**src/sv/tpq_pkg.sv**
```systemverilog
package tpq_pkg;

   // field widths
   localparam int TIME_W   = 32;
   localparam int MS_W     = 16;
   localparam int CH_W     = 2;
   localparam int CMD_W    = 2;
   localparam int STATUS_W = 3;
   localparam int INDEX_W  = 3;

   // configuration register indexes
   localparam logic [INDEX_W-1:0] REG_LEVEL_MODE   = 3'd0;
   localparam logic [INDEX_W-1:0] REG_HOLDOFF_MS   = 3'd1;
   localparam logic [INDEX_W-1:0] REG_LOCKOUT_MS   = 3'd2;
   localparam logic [INDEX_W-1:0] REG_PULSE_MIN_MS = 3'd3;
   localparam logic [INDEX_W-1:0] REG_PULSE_MAX_MS = 3'd4;

   // configuration reset values
   localparam logic [MS_W-1:0] HOLDOFF_RESET   = 16'd2000;
   localparam logic [MS_W-1:0] LOCKOUT_RESET   = 16'd300;
   localparam logic [MS_W-1:0] PULSE_MIN_RESET = 16'd100;
   localparam logic [MS_W-1:0] PULSE_MAX_RESET = 16'd10000;

   // input item kinds
   localparam logic KIND_TICK = 1'b0;
   localparam logic KIND_PIN  = 1'b1;

   // trigger channels
   localparam logic [CH_W-1:0] CH_OPEN  = 2'd0;
   localparam logic [CH_W-1:0] CH_CLOSE = 2'd1;
   localparam logic [CH_W-1:0] CH_LIGHT = 2'd2;

   typedef enum logic [CMD_W-1:0] {
      CMD_NONE  = 2'd0,
      CMD_OPEN  = 2'd1,
      CMD_CLOSE = 2'd2,
      CMD_LIGHT = 2'd3
   } cmd_type;

   typedef enum logic [STATUS_W-1:0] {
      DOOR_UNKNOWN = 3'd0,
      DOOR_OPEN    = 3'd1,
      DOOR_CLOSED  = 3'd2,
      DOOR_OPENING = 3'd4,
      DOOR_CLOSING = 3'd5
   } door_type;

   typedef struct packed {
      logic            level_mode;
      logic [MS_W-1:0] holdoff_ms;
      logic [MS_W-1:0] lockout_ms;
      logic [MS_W-1:0] pulse_min_ms;
      logic [MS_W-1:0] pulse_max_ms;
   } cfg_type;

   typedef struct packed {
      logic            kind;
      logic [CH_W-1:0] channel;
      logic            level;
   } item_type;

   typedef struct packed {
      cmd_type  command;
      door_type door_status;
   } result_type;

endpackage

```
**src/sv/tpq_if.sv**
```systemverilog
// input channel: tick or pin change
interface tpq_req_if;
   logic                          valid;
   logic                          ready;
   logic                          kind;
   logic [tpq_pkg::CH_W-1:0]      channel;
   logic                          level;

   modport source (output valid, kind, channel, level, input ready);
   modport sink (input valid, kind, channel, level, output ready);
endinterface

// result channel: command and door status
interface tpq_rsp_if;
   logic                          valid;
   logic                          ready;
   logic [tpq_pkg::CMD_W-1:0]     command;
   logic [tpq_pkg::STATUS_W-1:0]  door_status;

   modport source (output valid, command, door_status, input ready);
   modport sink (input valid, command, door_status, output ready);
endinterface

// configuration write channel
interface tpq_csr_if;
   logic                          valid;
   logic                          ready;
   logic [tpq_pkg::INDEX_W-1:0]   index;
   logic [tpq_pkg::MS_W-1:0]      data;

   modport source (output valid, index, data, input ready);
   modport sink (input valid, index, data, output ready);
endinterface

```
**src/sv/tpq_core.sv**
```systemverilog
// qualifier state and the per-item update
module tpq_core (
   input  logic                 clock,
   input  logic                 reset,
   input  tpq_pkg::cfg_type     cfg,
   input  logic                 step_en,
   input  tpq_pkg::item_type    item,
   output tpq_pkg::result_type  result
);

   logic [tpq_pkg::TIME_W-1:0] now_ff, now_in;
   logic                       done_ff, done_in;
   logic [tpq_pkg::TIME_W-1:0] edge_ff [3];
   logic [tpq_pkg::TIME_W-1:0] edge_in [3];
   logic [1:0]                 contact_ff, contact_in;
   logic [1:0]                 sampled_ff, sampled_in;
   logic [1:0]                 prev_ff, prev_in;
   tpq_pkg::door_type          door_ff, door_in;

   logic [tpq_pkg::TIME_W-1:0] edge_sel;
   logic [tpq_pkg::TIME_W-1:0] dt;
   logic                       pin_ok;
   logic                       pulse_ok;
   logic                       lock_ok;
   logic                       active;
   tpq_pkg::cmd_type           cmd;

   // time base and holdoff
   always_comb begin
      now_in  = now_ff + {{(tpq_pkg::TIME_W-1){1'b0}}, item.kind == tpq_pkg::KIND_TICK};
      done_in = done_ff ||
                (now_in >= {{(tpq_pkg::TIME_W-tpq_pkg::MS_W){1'b0}}, cfg.holdoff_ms});
      pin_ok  = (item.kind == tpq_pkg::KIND_PIN) && done_in;
      active  = !item.level;
   end

   // edge time of the addressed channel and distance to it
   always_comb begin
      case (item.channel)
         tpq_pkg::CH_OPEN:  edge_sel = edge_ff[0];
         tpq_pkg::CH_CLOSE: edge_sel = edge_ff[1];
         tpq_pkg::CH_LIGHT: edge_sel = edge_ff[2];
         default:           edge_sel = now_in;
      endcase
      dt       = now_in - edge_sel;
      pulse_ok = (dt > {{(tpq_pkg::TIME_W-tpq_pkg::MS_W){1'b0}}, cfg.pulse_min_ms}) &&
                 (dt < {{(tpq_pkg::TIME_W-tpq_pkg::MS_W){1'b0}}, cfg.pulse_max_ms});
      lock_ok  = dt > {{(tpq_pkg::TIME_W-tpq_pkg::MS_W){1'b0}}, cfg.lockout_ms};
   end

   // pulse qualification and level sampling
   always_comb begin
      edge_in    = edge_ff;
      contact_in = contact_ff;
      sampled_in = sampled_ff;
      cmd        = tpq_pkg::CMD_NONE;
      if (pin_ok) begin
         case (item.channel)
            tpq_pkg::CH_LIGHT: begin
               if (active) begin
                  edge_in[2] = now_in;
               end else if (pulse_ok) begin
                  cmd = tpq_pkg::CMD_LIGHT;
               end
            end
            tpq_pkg::CH_OPEN, tpq_pkg::CH_CLOSE: begin
               if (cfg.level_mode) begin
                  if (lock_ok) begin
                     contact_in[item.channel[0]] = active;
                     if (active != sampled_ff[item.channel[0]]) begin
                        edge_in[item.channel] = now_in;
                        sampled_in[item.channel[0]] = active;
                     end
                  end
               end else if (active) begin
                  edge_in[item.channel] = now_in;
               end else if (pulse_ok) begin
                  cmd = item.channel[0] ? tpq_pkg::CMD_CLOSE : tpq_pkg::CMD_OPEN;
               end
            end
            default: begin
               cmd = tpq_pkg::CMD_NONE;
            end
         endcase
      end
   end

   // door status from the contact flags, level mode only
   always_comb begin
      door_in = door_ff;
      prev_in = prev_ff;
      if (cfg.level_mode) begin
         if (contact_in[0]) door_in = tpq_pkg::DOOR_OPEN;
         if (contact_in[1]) door_in = tpq_pkg::DOOR_CLOSED;
         if (contact_in == 2'b00) begin
            if (prev_ff[1]) door_in = tpq_pkg::DOOR_OPENING;
            if (prev_ff[0]) door_in = tpq_pkg::DOOR_CLOSING;
         end
         prev_in = contact_in;
      end
      result.command     = cmd;
      result.door_status = door_in;
   end

   // state registers
   always_ff @(posedge clock) begin
      if (reset) begin
         now_ff     <= '0;
         done_ff    <= 1'b0;
         contact_ff <= '0;
         sampled_ff <= '0;
         prev_ff    <= '0;
         door_ff    <= tpq_pkg::DOOR_UNKNOWN;
         for (int i = 0; i < 3; i++) begin
            edge_ff[i] <= '0;
         end
      end else if (step_en) begin
         now_ff     <= now_in;
         done_ff    <= done_in;
         contact_ff <= contact_in;
         sampled_ff <= sampled_in;
         prev_ff    <= prev_in;
         door_ff    <= door_in;
         for (int i = 0; i < 3; i++) begin
            edge_ff[i] <= edge_in[i];
         end
      end
   end

endmodule

```
**src/sv/trigger_pulse_qualifier.sv**
```systemverilog
// trigger pulse qualifier
// req_bus carries one transaction per 1 ms tick (kind 0) or per pin change
// (kind 1) on the open, close or light trigger, with the pin level after it.
// rsp_bus returns exactly one transaction per request: the qualified command
// (none, open, close, toggle light) and the current door status.
// csr_bus writes the five configuration registers by index; it is always
// ready and should only be written while no request is in flight.
// a request accepted into the input register passes through the core to
// the result register, which presents its result on rsp_bus; all qualification
// compares and the door status logic sit between those two registers.
// throughput: one request per cycle while rsp_bus does not stall.
// when rsp_bus stalls the result register holds, the input register takes
// one more request, and req_bus.ready then drops until the result drains.
// reset clears the time counter, holdoff, edge times, contact flags and
// door status (unknown), restores the register defaults and empties both
// pipeline registers.
module trigger_pulse_qualifier (
   input  logic          clock,
   input  logic          reset,
   tpq_req_if.sink       req_bus,
   tpq_rsp_if.source     rsp_bus,
   tpq_csr_if.sink       csr_bus
);

   tpq_pkg::cfg_type     cfg_ff, cfg_in;
   logic                 in_valid_ff, in_valid_in;
   tpq_pkg::item_type    in_item_ff;
   logic                 out_valid_ff, out_valid_in;
   tpq_pkg::result_type  out_res_ff;
   tpq_pkg::result_type  step_res;
   logic                 advance;
   logic                 req_take;

   // configuration writes
   assign csr_bus.ready = 1'b1;

   always_comb begin
      cfg_in = cfg_ff;
      if (csr_bus.valid) begin
         case (csr_bus.index)
            tpq_pkg::REG_LEVEL_MODE:   cfg_in.level_mode   = csr_bus.data[0];
            tpq_pkg::REG_HOLDOFF_MS:   cfg_in.holdoff_ms   = csr_bus.data;
            tpq_pkg::REG_LOCKOUT_MS:   cfg_in.lockout_ms   = csr_bus.data;
            tpq_pkg::REG_PULSE_MIN_MS: cfg_in.pulse_min_ms = csr_bus.data;
            tpq_pkg::REG_PULSE_MAX_MS: cfg_in.pulse_max_ms = csr_bus.data;
            default:                   cfg_in = cfg_ff;
         endcase
      end
   end

   // pipeline handshake
   always_comb begin
      advance       = in_valid_ff && (!out_valid_ff || rsp_bus.ready);
      req_bus.ready = !in_valid_ff || advance;
      req_take      = req_bus.valid && req_bus.ready;
      in_valid_in   = req_take || (in_valid_ff && !advance);
      out_valid_in  = advance || (out_valid_ff && !rsp_bus.ready);
   end

   assign rsp_bus.valid       = out_valid_ff;
   assign rsp_bus.command     = out_res_ff.command;
   assign rsp_bus.door_status = out_res_ff.door_status;

   tpq_core u_core (
      .clock   (clock),
      .reset   (reset),
      .cfg     (cfg_ff),
      .step_en (advance),
      .item    (in_item_ff),
      .result  (step_res)
   );

   // control registers
   always_ff @(posedge clock) begin
      if (reset) begin
         cfg_ff.level_mode   <= 1'b0;
         cfg_ff.holdoff_ms   <= tpq_pkg::HOLDOFF_RESET;
         cfg_ff.lockout_ms   <= tpq_pkg::LOCKOUT_RESET;
         cfg_ff.pulse_min_ms <= tpq_pkg::PULSE_MIN_RESET;
         cfg_ff.pulse_max_ms <= tpq_pkg::PULSE_MAX_RESET;
         in_valid_ff         <= 1'b0;
         out_valid_ff        <= 1'b0;
      end else begin
         cfg_ff       <= cfg_in;
         in_valid_ff  <= in_valid_in;
         out_valid_ff <= out_valid_in;
      end
   end

   // payload registers
   always_ff @(posedge clock) begin
      if (req_take) begin
         in_item_ff.kind    <= req_bus.kind;
         in_item_ff.channel <= req_bus.channel;
         in_item_ff.level   <= req_bus.level;
      end
      if (advance) begin
         out_res_ff <= step_res;
      end
   end

endmodule

```
**src/flat_wrapper.sv**
```systemverilog
// flat-port wrapper written by rule: the top's interface ports become plain ports
module trigger_pulse_qualifier_flat 
  (clock, reset, req_bus_valid, req_bus_kind, req_bus_channel, req_bus_level, req_bus_ready, rsp_bus_valid, rsp_bus_command, rsp_bus_door_status, rsp_bus_ready, csr_bus_valid, csr_bus_index, csr_bus_data, csr_bus_ready);
  tpq_req_if req_bus_i ();
  tpq_rsp_if rsp_bus_i ();
  tpq_csr_if csr_bus_i ();
  input  logic clock;
  input  logic reset;
  input wire logic [$bits(req_bus_i.valid)-1:0] req_bus_valid;
  input wire logic [$bits(req_bus_i.kind)-1:0] req_bus_kind;
  input wire logic [$bits(req_bus_i.channel)-1:0] req_bus_channel;
  input wire logic [$bits(req_bus_i.level)-1:0] req_bus_level;
  output wire logic [$bits(req_bus_i.ready)-1:0] req_bus_ready;
  output wire logic [$bits(rsp_bus_i.valid)-1:0] rsp_bus_valid;
  output wire logic [$bits(rsp_bus_i.command)-1:0] rsp_bus_command;
  output wire logic [$bits(rsp_bus_i.door_status)-1:0] rsp_bus_door_status;
  input wire logic [$bits(rsp_bus_i.ready)-1:0] rsp_bus_ready;
  input wire logic [$bits(csr_bus_i.valid)-1:0] csr_bus_valid;
  input wire logic [$bits(csr_bus_i.index)-1:0] csr_bus_index;
  input wire logic [$bits(csr_bus_i.data)-1:0] csr_bus_data;
  output wire logic [$bits(csr_bus_i.ready)-1:0] csr_bus_ready;
  assign req_bus_i.valid = req_bus_valid;
  assign req_bus_i.kind = req_bus_kind;
  assign req_bus_i.channel = req_bus_channel;
  assign req_bus_i.level = req_bus_level;
  assign req_bus_ready = req_bus_i.ready;
  assign rsp_bus_valid = rsp_bus_i.valid;
  assign rsp_bus_command = rsp_bus_i.command;
  assign rsp_bus_door_status = rsp_bus_i.door_status;
  assign rsp_bus_i.ready = rsp_bus_ready;
  assign csr_bus_i.valid = csr_bus_valid;
  assign csr_bus_i.index = csr_bus_index;
  assign csr_bus_i.data = csr_bus_data;
  assign csr_bus_ready = csr_bus_i.ready;
  trigger_pulse_qualifier u_core (.clock(clock), .reset(reset), .req_bus(req_bus_i), .rsp_bus(rsp_bus_i), .csr_bus(csr_bus_i));
endmodule
```
**config.mk**
```make
export PLATFORM = sky130hd
export DESIGN_NAME = trigger_pulse_qualifier_flat
export DESIGN_NICKNAME = d
export VERILOG_FILES = /design/src/sv/tpq_pkg.sv /design/src/sv/tpq_if.sv /design/src/sv/tpq_core.sv /design/src/sv/trigger_pulse_qualifier.sv /design/src/flat_wrapper.sv
export SDC_FILE = /design/constraint.sdc
export NUM_CORES = 1
export LEC_CHECK = 0
export BUFFER_PORTS_ARGS = -buffer_cell sky130_fd_sc_hd__buf_4
export CAP_MARGIN = 15
export CORE_UTILIZATION = 50
export DETAILED_ROUTE_END_ITERATION = 8
export GPL_TIMING_DRIVEN = 1
export MAX_ROUTING_LAYER = met4
export PLACE_DENSITY = 0.74
export RECOVER_POWER = 25
export SYNTH_ARGS = -nofsm -noshare
export SYNTH_HDL_FRONTEND = slang
export SYNTH_SLANG_ARGS = --single-unit
export TNS_END_PERCENT = 20
```
**constraint.sdc**
```tcl
create_clock -name clock -period 11.47 [get_ports clock]
set_input_delay 0.5735 -clock clock [delete_from_list [all_inputs] [get_ports clock]]
set_output_delay 0.5735 -clock clock [all_outputs]
set_load 0.05 [all_outputs]
```
Word-level counts from Yosys, hierarchy flattened
Index checks and enable logic that the tools add are counted.
- $add $sub $neg: 2
- $lt $le $gt $ge: 8
- equality and inequality tests: 14
- multiplexer cells: 33
- bitwise logic cells: 2
- reduce and logical (&&, ||, !) cells: 32
- operator list (cell ; count):
    96-bit two-way mux ; 4
    96-bit bitwise mux ; 1
    32-bit one-hot mux with 3 select lines ; 1
    32-bit demux with 2-bit select ; 1
    32-bit by 16-bit greater-than comparator with 1-bit output ; 2
    32-bit two-way mux ; 2
    32-bit one-hot mux with 2 select lines ; 1
    32-bit by 1-bit adder with 32-bit output ; 1
    32-bit by 16-bit >= comparator with 1-bit output ; 1
    32-bit by 16-bit less-than comparator with 1-bit output ; 1
    32-bit subtractor ; 1
    2-bit two-way mux ; 10
    3-bit two-way mux ; 6
    2-bit AND reduction ; 6
    6-bit AND reduction ; 2
    1-bit logical AND ; 8
    7-bit AND reduction ; 1
    3-bit by 2-bit equality test with 1-bit output (second input constant) ; 2
    2-bit != test (second input constant) ; 3
    3-bit != test (second input constant) ; 2
    1-bit zero test ; 5
    1-bit logical OR ; 5
    2-bit bitwise mux ; 2
    2-bit zero test ; 2
    19 further kinds ; 21
- flip-flop bits (word level): 214
- bits of input ports: 28
- output and inout bits: 8

Longest topological paths before layout
Gate-level depths: netlist of run 1.
- depth after elaboration: 15
- gate-level depth with buffers: 27

Hierarchy
A second synthesis of run 1 with hierarchy kept.
- cells, all modules: 1617
- area total of the unflattened synthesis: 14009.7 sq um
- modules (own cells, without submodules) (module ; times used ; cells an instance ; area each (sq um) ; seq. area each (sq um)):
    tpq_core ; 1 ; 1349 ; 10991.8 ; 2762.6
    trigger_pulse_qualifier ; 1 ; 268 ; 3017.9 ; 1611.5

Least setup slack after synthesis of run 1
No wires, ideal clock.
- path type: reg-to-reg
- from: register u_core.in_item_ff[3] in the netlist's numbering
- to: register u_core.u_core.edge_ff[43] in the netlist's numbering
- data arrival time: 5.846 ns
- data required time: 11.342 ns
- slack: 5.497 ns
- stages on the path, launching flop included: 25
- path buffers: 2
- period minus slack after synthesis: 5.973 ns
- cells stage by stage: edfxtp_1 inv_1 ha_1 nand3_1 nor3_1 nand4_1 xnor2_1 mux4_2 inv_1 ha_1 clkbuf_1 nand2_1 nor2_1 a2111oi_0 a2111oi_4 a21boi_1 a21bo_1 a211oi_1 a211oi_1 a2111o_1 nor4_4 o41ai_2 buf_2 mux2i_1 nor2_1
- word-level cells in the longest chain between the ends: 7
- elaborated cells between the ends (all ways): 15
- those cells by class: 2 x add/sub; 2 x order compare; 1 x eq/ne; 6 x mux; 1 x bitwise; 3 x reduce/logical
- ends and longest elaborated chain (item ; line ; text):
    start: declaration ; trigger_pulse_qualifier.sv:27 ; tpq_pkg::item_type in_item_ff;
    1-bit NOT (*) ; tpq_core.sv:30 ; now_in = now_ff + {{(tpq_pkg::TIME_W-1){1'b0}}, item.kind == tpq_pkg::KIND_TICK};
    32-bit by 1-bit adder with 32-bit output (*) ; tpq_core.sv:30 ;
    via u_core.u_core.now_in (one bit) ; tpq_core.sv:11 ; logic [tpq_pkg::TIME_W-1:0] now_ff, now_in;
    32-bit one-hot mux with 3 select lines ; tpq_core.sv:39 ; case (item.channel)
    32-bit subtractor ; tpq_core.sv:45 ; dt = now_in - edge_sel;
    32-bit by 16-bit greater-than comparator with 1-bit output ; tpq_core.sv:48 ; lock_ok = dt > {{(tpq_pkg::TIME_W-tpq_pkg::MS_W){1'b0}}, cfg.lockout_ms};
    2-bit != test (no line) ; - ;
    6-bit AND reduction (no line) (*) ; - ;
    end signal: indexed assignment ; tpq_core.sv:125 ; edge_ff[i] <= edge_in[i];
    end: declaration ; tpq_core.sv:13 ; logic [tpq_pkg::TIME_W-1:0] edge_ff [3];
The timed path passes the listed nets; every way through them passes the cells marked *. The select of a mux whose other input is x is not followed.
A chain may end at the register's enable or synchronous reset.

Worst setup path after layout of run 1
- from: register u_core.in_item_ff[3] in the netlist's numbering
- to: register u_core.u_core.edge_ff[56] in the netlist's numbering
The elaborated chain is that of the path after synthesis.

==> results of run 1 <==
critical path: cells and delay by family (launching register included):
family	cells	cell delay, ns
AOI/OAI and AO/OA	8	2.83
xor gates and xnor gates	1	0.44
adders and majority gates	2	0.65
buffers and inverters	3	0.51
DFF	1	0.38
muxes	2	0.52
and+or+nand+nor	7	2.33
flip-flops by register name, indices dropped and copies added (netlist names):
| signal | flops |
|---|---|
| u_core.u_core.door_ff | 3 |
| u_core.rsp_bus.valid | 1 |
| u_core.u_core.prev_ff | 2 |
| u_core.rsp_bus.command | 2 |
| u_core.rsp_bus.door_status | 3 |
| u_core.u_core.now_ff | 32 |
| u_core.u_core.edge_ff | 96 |
| u_core.in_item_ff | 4 |
| u_core.u_core.contact_ff | 2 |
| u_core.cfg_ff | 65 |
| u_core.in_valid_ff | 1 |
| u_core.u_core.sampled_ff | 2 |
| u_core.u_core.done_ff | 1 |
where the power goes:
group          leakage (nW)  switching (W)  internal (W)
Clock                 0.415       0.000317      0.000501
Sequential             1.75     0.00000734      0.000759
Combinational          3.70       0.000141     0.0000863
synth_stat cells, types with 7 or more instances:
master    instances
a211o_1           7
a211oi_1         72
a21o_1           28
a21oi_1         117
a31oi_1          12
and2_1            7
and3_1            9
and4_1            7
buf_2            12
clkbuf_1         78
dfxtp_1         205
edfxtp_1          9
ha_1             95
inv_1           122
mux2_2           10
mux2i_1          42
mux4_2           19
nand2_1         204
nand2b_1         23
nand3_1          28
nand3b_1         16
nand4_1          30
nor2_1          194
nor2b_1          17
nor3_1           33
nor4_1           14
o21a_1            8
o21ai_0          47
or3_1            15
xnor2_1          42
xor2_1           40
layout make-up:
type / count / area share
Clock buffer: 32 / 0.0461
Tap cell: 335 / 0.0288
Timing Repair Buffer: 46 / 0.0217
Inverter: 123 / 0.0318
Sequential cell: 214 / 0.301
Clock inverter: 11 / 0.0117
Multi-Input combinational cell: 1223 / 0.559
Antenna cell: 1 / 0.000172
kinds of logic after synthesis:
family | Yosys count | share of synthesized area
xor gates and xnor gates | 82 | 0.0539
other | 1 | 0.000282
buffers and inverters | 219 | 0.0632
and+or+nand+nor | 621 | 0.218
adders and majority gates | 96 | 0.0908
AOI/OAI and AO/OA | 352 | 0.173
DFF | 214 | 0.329
muxes | 71 | 0.0722
worst max path at each step:
stage,to,slack (ns),cells after the start
global placement,u_core.u_core.edge_ff[40],3.55,23
CTS,u_core.u_core.edge_ff[53],3.73,23
finish,u_core.u_core.edge_ff[56],3.42,23
detailed placement,u_core.u_core.edge_ff[53],3.78,23
global route,u_core.u_core.edge_ff[53],3.07,23
floorplan,u_core.u_core.edge_ff[43],5.50,24
per-stage QoR:
stage	power [W]	util	cell area, µm²
floorplan	0.000941	-	13300
global placement	0.00100	0.527	13700
detailed placement	0.00101	0.527	13700
global route	0.00188	0.558	14500
finish	0.00181	0.558	14500
CTS	0.00182	0.559	14600
metal layers:
metal / vias to the layer above / GRT usage / share of wire
li1: 5741 / - / -
met1: 5516 / 0.367 / 0.46
met2: 366 / 0.413 / 0.44
met3: 70 / 0.0350 / 0.067
met4: 0 / 0.0926 / 0.028
met5: - / - / 0
==> flow_metrics.py, run 1 <==
metrics = {
    "outcome": {
        "status": "complete, but fails checks",
        "violations": "capacitance limit, slew limit",
    },
    "placed_design": {
        "portBuffers": 34,
        "place_congestion": 0.893,
        "hpwlAfterDp_um": 25500,
        "dp_slack_ns": 3.78,
        "dp_cells": 1941,
    },
    "timing": {
        "tightest_slew_ns": 4.67,
        "final_hold_viol_count": 0,
        "fin_crit_ns": 8.05,
        "final_max_slew_viol_count": 209,
        "finalSetupViolations": 0,
        "slew_headroom": -2.11,
        "fin_ws_ns": 3.42,
        "setup_tns_ns": 0,
        "finClkSkew_ns": 0.0340,
        "period_share": 0.702,
        "fin_hold_ws_ns": 0.235,
        "rsz0062_at_grt": "no",
        "timing.fmax_mhz": 124,
    },
    "worst_setup_path": {
        "cp_cell_sequence": "inv_1, ha_1, nand3_1, nor3_1, nand4_1, xnor2_1, mux4_2, inv_1, ha_1, nand2_1, nor2_1, a2111oi_1, a2111oi_4, a21boi_1, a21bo_1, a211oi_1, a211oi_1, a2111o_1, nor4_4, o41ai_4, buf_4, mux2i_1, nor2_1",
        "worstSetupPathType": "flop to flop",
        "cpPeakStageDelay_ns": 1.03,
        "worstSetupStartpoint": "u_core.in_item_ff[3]",
        "reg2reg_depth": 23,
        "cp_slowest_cell": "a2111oi_1",
        "rrSetupSlack_ns": 3.42,
        "arrival_ns": 8.25,
        "startpoint_type": "flop",
        "regToRegStartpoint": "u_core.in_item_ff[3]",
        "required_ns": 11.68,
        "timing.rr.end": "u_core.u_core.edge_ff[56]",
        "crit_fanout": 41,
        "end_kind": "flop",
    },
    "clock_network": {
        "clk_pin_slew_ns": 0.06,
        "post_cts_buffers": 0,
        "cts_resized": 0,
        "cts_sinks": 214,
        "numCtsBuffers": 24,
        "cts.path.max_buffers": 3,
        "htreeDepth": 1,
        "clockRootBuffer": "clkbuf_16",
        "cts_hold_buf": 0,
        "insertion_delay_ns": 0.54,
        "cts_tree": "built",
    },
    "global_route": {
        "grt_max_degree": 109,
        "grt_pass1_vias": 11000,
        "antenna_found_initial": 1,
        "grt_pass1_wl_um": 56600,
        "overflow": 0,
        "grt_usage": 0.270,
    },
    "detailed_routing": {
        "totalWireLength_um": 35100,
        "vias_per_cell": 5.89,
        "drt_pass1_iterations": 5,
        "wl_per_cell_um": 17.7,
        "drcViolationCount": 0,
        "drt_iter0_markers": 1042,
        "vias": 11700,
        "ant_nets": 0,
    },
    "logic_synthesis": {
        "syn-cell-area_um2": 13300,
        "synth_cell_type_count": 76,
        "synth_top_area_share": 0.308,
        "synth-async-reset-ratio": 0,
        "avgSynthCellArea_um2": 8.04,
        "synth_edf_count": 9,
        "yosys.area.top_type": "dfxtp_1",
        "synthTopCellsByArea": "dfxtp_1 (31%), ha_1 (8.9%), nand2_1 (5.8%)",
        "syn-num-nets": 1780,
        "ys_warn_count": 0,
        "seq_area_frac_synth": 0.329,
        "synth-seq-cells": 214,
        "synthFlopType": "dfxtp_1",
        "syn_inst": 1656,
    },
    "power_and_ir_drop": {
        "cellLeakagePower_nw": 5.86,
        "peakVddDrop_v": 0.000123,
        "power_density_nw_per_um2": 125,
    },
    "floorplanning": {
        "row_count": 59,
        "die_y_um": 165,
        "dieWidth_um": 165,
        "initial_core_util": 0.511,
        "die-area_um2": 27300,
        "core-area_um2": 26100,
        "io_pins": 36,
    },
    "worst_hold_path": {
        "min_from": "req_bus_level",
        "hold_class": "primary input to flop",
        "worstHoldPathCells": 1,
        "worstHoldEndpoint": "u_core.in_item_ff[0]",
    },
    "flow_run": {
        "cap_violations": 2,
    },
    "cells_and_area": {
        "layout_commonest_cell": "dfxtp_1",
        "fillCellCount": 2335,
        "syn_to_final_growth_pct": 9.19,
        "drive_gt1_frac": 0.0722,
        "fin_cells": 1985,
        "ff_latch_area_um2": 4370,
        "multi_input_comb_area_um2": 8120,
        "nNetsFinal": 1756,
        "final_cell_mix": "dfxtp_1 (205), nand2_1 (204), nor2_1 (194), inv_1 (122), a21oi_1 (117)",
    },
}
Note: power is estimated with default switching activity, not from simulation.
==> inputs of run 2 (changes only) <==
ABC_AREA = 1   (was default)
clock period = 7.74 ns   (was 11.47 ns; I/O delays follow)
==> run 2 against run 1 <==
The flow still finishes with violations (capacitance limit, slew limit). Global-route usage up 1.2 points. Power grew 81%. Sequential power increased by 51%. Design area rose by 0.54%. First-iteration DRC count up 9.8%. Cell count grew 15%. Synthesized area is 0.34% lower. Critical path depth up 6. Flip-flop and latch count unchanged. Largest cell class unchanged. Highest routed layer unchanged.
==> flow_metrics.py, run 2 <==
metrics = {
    "outcome": {
        "status": "complete, but fails checks",
        "violations": "capacitance limit, slew limit",
    },
    "detailed_routing": {
        "totalWireLength_um": 37200,
        "vias": 12700,
        "drt_pass1_iterations": 5,
        "vias_per_cell": 5.56,
        "wl_per_cell_um": 16.3,
        "ant_nets": 0,
        "drcViolationCount": 0,
        "drt_iter0_markers": 1144,
    },
    "logic_synthesis": {
        "synthFlopType": "dfxtp_1",
        "avgSynthCellArea_um2": 6.88,
        "synth_most_common_cell": "nand2_1",
        "synth-seq-cells": 214,
        "syn_inst": 1929,
        "ys_warn_count": 0,
        "synth_common_cells": "nand2_1 (394), inv_1 (248), a21oi_1 (216), dfxtp_1 (205), nor2_1 (168)",
        "synth_cell_type_count": 54,
        "synthTopCellsByArea": "dfxtp_1 (31%), nand2_1 (11%), ha_1 (9.0%)",
        "seq_area_frac_synth": 0.330,
        "syn-num-nets": 2053,
        "synth_edf_count": 9,
        "synth_top_area_share": 0.309,
        "yosys.area.top_type": "dfxtp_1",
        "synth-async-reset-ratio": 0,
        "syn-cell-area_um2": 13300,
    },
    "worst_setup_path": {
        "startpoint_type": "flop",
        "crit_family": "simple AND/OR/NAND/NOR gates",
        "rrSetupSlack_ns": 1.40,
        "regToRegStartpoint": "u_core.in_item_ff[2]",
        "crit_fanout": 33,
        "cpPeakStageDelay_ns": 0.98,
        "arrival_ns": 6.75,
        "cpMostUsedCell": "nand2_1",
        "cp_slowest_cell": "edfxtp_1",
        "critical_path_buf_inv_count": 4,
        "worstSetupStartpoint": "u_core.in_item_ff[2]",
        "worstSetupPathType": "flop to flop",
        "end_kind": "flop",
        "required_ns": 8.15,
    },
    "floorplanning": {
        "die_y_um": 165,
        "core-area_um2": 26100,
        "initial_core_util": 0.509,
        "dieWidth_um": 165,
        "die-area_um2": 27200,
        "io_pins": 36,
        "row_count": 59,
    },
    "timing": {
        "finClkSkew_ns": 0.0140,
        "fin_hold_ws_ns": 0.0505,
        "final_max_slew_viol_count": 145,
        "final_hold_viol_count": 0,
        "timing.fmax_mhz": 158,
        "tightest_slew_ns": 3.40,
        "finalSetupViolations": 0,
        "period_share": 0.819,
        "fin_crit_ns": 6.34,
        "rsz0062_at_grt": "no",
        "slew_headroom": -1.27,
        "setup_tns_ns": 0,
    },
    "clock_network": {
        "cts_sinks": 214,
        "post_cts_buffers": 0,
        "clockRootBuffer": "clkbuf_16",
        "cts_resized": 0,
        "htreeDepth": 1,
        "clk_pin_slew_ns": 0.06,
        "numCtsBuffers": 26,
        "cts_hold_buf": 0,
        "insertion_delay_ns": 0.54,
        "cts.path.max_buffers": 3,
        "cts_tree": "built",
    },
    "cells_and_area": {
        "final_cell_area_um2": 14600,
        "drive_gt1_frac": 0.0877,
        "final_cell_mix": "nand2_1 (394), inv_1 (248), a21oi_1 (216), dfxtp_1 (205), nor2_1 (166)",
        "largest_reg_flops": 96,
        "insertedDiodeCount": 0,
        "top_regs": "u_core.u_core.edge_ff (96), u_core.cfg_ff (65), u_core.u_core.now_ff (32)",
        "syn_to_final_growth_pct": 10.2,
        "layout_commonest_cell": "nand2_1",
        "largest_register": "u_core.u_core.edge_ff",
        "nNetsFinal": 2053,
        "final_core_util": 0.561,
    },
    "global_route": {
        "grt.busiest_layer": "met2",
        "met2_usage": 0.443,
        "grt_pass1_vias": 11500,
        "grt_pass1_wl_um": 59000,
        "antenna_found_initial": 0,
        "met3_usage": 0.0344,
        "overflow": 0,
        "grt_max_degree": 77,
        "grt_usage": 0.283,
        "use_met1": 0.387,
    },
    "worst_hold_path": {
        "hold_class": "primary input to flop",
        "min_from": "req_bus_level",
    },
    "placed_design": {
        "portBuffers": 34,
        "place_congestion": 0.919,
        "hpwlAfterDp_um": 27300,
        "place_area_um2": 13700,
    },
    "power_and_ir_drop": {
        "power_density_nw_per_um2": 225,
        "cellLeakagePower_nw": 6.80,
        "peakVddDrop_v": 0.000196,
        "total_power_w": 0.00329,
    },
    "flow_run": {
        "cap_violations": 3,
    },
}
[run 2: changes by cell type in the layout (fill, tap and decap cells not counted), sizes merged, moves of 23 or more]
cell and delta:
a211oi -67, a21o -26, a21oi +100, inv +145
mux2i -42, nand2 +220, nand2b -23, nand3 +70
o21ai +137, xnor2 -36
[run 2: path summary, 6_finish.rpt]
path | endpoint | cells past startpoint
max | u_core.u_core.edge_ff[45] | 29
max reg2reg | u_core.u_core.edge_ff[45] | 29
min | u_core.in_item_ff[0] | 1
min reg2reg | u_core.u_core.edge_ff[21] | 2
[run 2: kinds of logic after synthesis]
logic type	count (synthesis)	share of synthesized area
compound gates	468	0.193
xor+xnor	29	0.0191
fa+ha+maj	96	0.0911
buf+inv	342	0.102
flops	214	0.330
other cells	1	0.000283
simple gates	779	0.265
[run 2: report_power, final]
part           leakage [nW]  switching (W)  total (W)  internal [W]
Sequential             1.75      0.0000235    0.00116       0.00114
Combinational          4.58       0.000522   0.000788      0.000266
Clock                 0.467       0.000499    0.00134      0.000836
Total                  6.80        0.00104    0.00329       0.00224
[run 2: per-layer routing]
| metal | vias to the layer above | share of wire | wire (µm) |
|---|---|---|---|
| li1 | 6371 | - | - |
| met3 | 49 | 0.072 | 2680 |
| met5 | - | 0 | 0 |
| met1 | 5893 | 0.47 | 17300 |
| met2 | 377 | 0.44 | 16400 |
| met4 | 0 | 0.019 | 692 |
[run 2: metrics by stage]
| step | cells | worst slack (ns) |
|---|---|---|
| floorplan | 1929 | 3.22 |
| global placement | 2236 | 1.85 |
| detailed placement | 2236 | 1.65 |
| CTS | 2284 | 1.63 |
| global route | 2284 | 0.968 |
| finish | 2284 | 1.40 |
[run 2: worst reg2reg max path, delay by kind of cell, from the launching register on]
| family | cells | cell delay [ns] |
|---|---|---|
| buffers and inverters | 4 | 1.00 |
| AOI/OAI and AO/OA | 5 | 0.77 |
| and+or+nand+nor | 17 | 2.71 |
| xor gates and xnor gates | 1 | 0.19 |
| DFF | 1 | 0.98 |
| adders and majority gates | 2 | 0.58 |
[run 2: cell type report]
type                       count  area (µm²)
inverter                     269        1020
clock inverter                 9         139
multi-input combinational   1373        7550
timing repair buffer          45         300
sequential                   214        4370
fill                        2512       11400
clock buffer                  39         822
tap                          335         419
==> inputs of run 3 (changes only) <==
PLACE_DENSITY = 0.77   (was 0.74)
clock period = 5.8 ns   (was 7.74 ns; I/O delays follow)
==> run 3 against run 2 <==
The flow still finishes with violations (capacitance limit, slew limit). Die area did not move. Combinational power is 37% higher. First-iteration DRC count increased by 13%. Design area rose by 0.38%. Utilization rose by 0.21 points. Clock-buffer cell count fell by 5. Routed wire length up 2.3%. Critical path depth increased by 4. Fmax rose by 17%. Flip-flop and latch count unchanged. Critical path type unchanged. Largest cell class unchanged. Largest power group unchanged.
==> flow_metrics.py, run 3 (synthesis results as in run 2) <==
metrics = {
    "timing": {
        "final_max_slew_viol_count": 216,
        "fin_ws_ns": 0.380,
        "tightest_slew_ns": 2.38,
        "final_hold_viol_count": 0,
        "period_share": 0.934,
        "timing.fmax_mhz": 185,
        "finalSetupViolations": 0,
        "slew_headroom": -0.598,
        "fin_crit_ns": 5.42,
        "fin_hold_ws_ns": 0.00955,
        "finClkSkew_ns": 0.0224,
    },
    "placed_design": {
        "dp_slack_ns": 0.0897,
        "dp_cells": 2242,
        "place_congestion": 0.951,
        "hpwlAfterDp_um": 27500,
        "portBuffers": 34,
    },
    "clock_network": {
        "clk_pin_slew_ns": 0.06,
        "insertion_delay_ns": 0.54,
        "numCtsBuffers": 25,
        "cts.path.max_buffers": 3,
        "cts_sinks": 214,
        "htreeDepth": 1,
        "clockRootBuffer": "clkbuf_16",
        "cts_tree": "built",
    },
    "flow_run": {
        "cap_violations": 4,
    },
    "worst_setup_path": {
        "cpMostUsedCell": "nand2_1",
        "cpPeakStageDelay_ns": 0.43,
        "required_ns": 6.19,
        "arrival_ns": 5.81,
        "end_kind": "flop",
        "reg2reg_depth": 33,
        "crit_fanout": 32,
        "worstSetupPathType": "flop to flop",
        "cp_slowest_cell": "edfxtp_1",
        "startpoint_type": "flop",
    },
    "global_route": {
        "overflow": 0,
        "grt_usage": 0.287,
        "grt_pass1_wl_um": 59900,
        "grt_pass1_vias": 11800,
        "grt_max_degree": 76,
        "antenna_found_initial": 0,
    },
    "cells_and_area": {
        "largest_register": "u_core.u_core.edge_ff",
        "final_cell_mix": "nand2_1 (395), inv_1 (248), a21oi_1 (216), dfxtp_1 (205), nor2_1 (165)",
        "multi_input_comb_area_um2": 7580,
        "insertedDiodeCount": 0,
        "syn_to_final_growth_pct": 10.6,
        "drive_gt1_frac": 0.0912,
        "nNetsFinal": 2070,
        "fin_cells": 2297,
        "fillCellCount": 2449,
        "layout_commonest_cell": "nand2_1",
        "ff_latch_area_um2": 4370,
        "top_regs": "u_core.u_core.edge_ff (96), u_core.cfg_ff (65), u_core.u_core.now_ff (32)",
        "largest_reg_flops": 96,
    },
    "power_and_ir_drop": {
        "peakVddDrop_v": 0.000291,
        "power_density_nw_per_um2": 290,
        "cellLeakagePower_nw": 6.83,
    },
    "detailed_routing": {
        "totalWireLength_um": 38000,
        "ant_nets": 0,
        "drcViolationCount": 0,
        "drt_iter0_markers": 1292,
        "drt_pass1_iterations": 7,
        "vias_per_cell": 5.64,
        "vias": 12900,
        "wl_per_cell_um": 16.5,
    },
    "floorplanning": {
        "initial_core_util": 0.509,
        "row_count": 59,
        "dieWidth_um": 165,
        "io_pins": 36,
        "die-area_um2": 27200,
        "die_y_um": 165,
        "core-area_um2": 26100,
    },
    "outcome": {
        "violations": "capacitance limit, slew limit",
        "status": "complete, but fails checks",
    },
    "worst_hold_path": {
        "worstHoldPathCells": 3,
        "hold_class": "primary input to flop",
    },
}
run 3: layout make-up:
type / instances / share of cell area
Inverter: 269 / 0.0698
Timing Repair Buffer: 62 / 0.0293
Clock buffer: 34 / 0.0505
Sequential cell: 214 / 0.298
Multi-Input combinational cell: 1374 / 0.516
Clock inverter: 9 / 0.00725
Tap cell: 335 / 0.0286
run 3: per-layer routing:
layer	global-route usage	share of wire
met2	0.447	0.44
met3	0.0487	0.082
met5	-	0
met4	0.0905	0.029
met1	0.377	0.45
run 3: worst paths after layout:
kind,start,end,slack [ns]
hold reg to reg,u_core.u_core.sampled_ff[1],u_core.u_core.sampled_ff[1],0.45
setup reg to reg,u_core.in_item_ff[3],u_core.u_core.edge_ff[89],0.38
setup / recovery,u_core.in_item_ff[3],u_core.u_core.edge_ff[89],0.38
hold / removal,csr_bus_data[8],u_core.cfg_ff[56],0.01
run 3: worst max-delay path: cells and delay by family, from the launching register on:
kind            cells  cell delay [ns]
simple gates       21             2.66
fa+ha+maj           3             0.83
buf+inv             4             0.48
xor+xnor            2             0.45
flops               1             0.43
compound gates      3             0.41
run 3: report_power, final:
group | leakage, nW | switching, W | internal (W)
clock network | 0.423 | 0.000646 | 0.000979
logic | 4.65 | 0.000712 | 0.000367
registers | 1.75 | 0.0000285 | 0.00152
run 3: repair_timing:
item | 4_1_cts | 5_1_grt
buffers inserted | 0 | 5
endpoints found under the setup margin | 0 | 70
endpoints found under the hold margin | 6 | 0
hold buffers | 6 | 0
resized for setup | 0 | 10
run 3: metrics by stage:
| step | TNS [ns] | util | area (µm²) | total power (W) |
|---|---|---|---|---|
| global placement | 0 | 0.527 | 13700 | 0.00259 |
| CTS | 0 | 0.562 | 14600 | 0.00425 |
| global route | -0.115 | 0.563 | 14700 | 0.00446 |
| detailed placement | 0 | 0.527 | 13700 | 0.00262 |
| finish | 0 | 0.563 | 14700 | 0.00426 |
| floorplan | 0 | - | 13300 | 0.00234 |
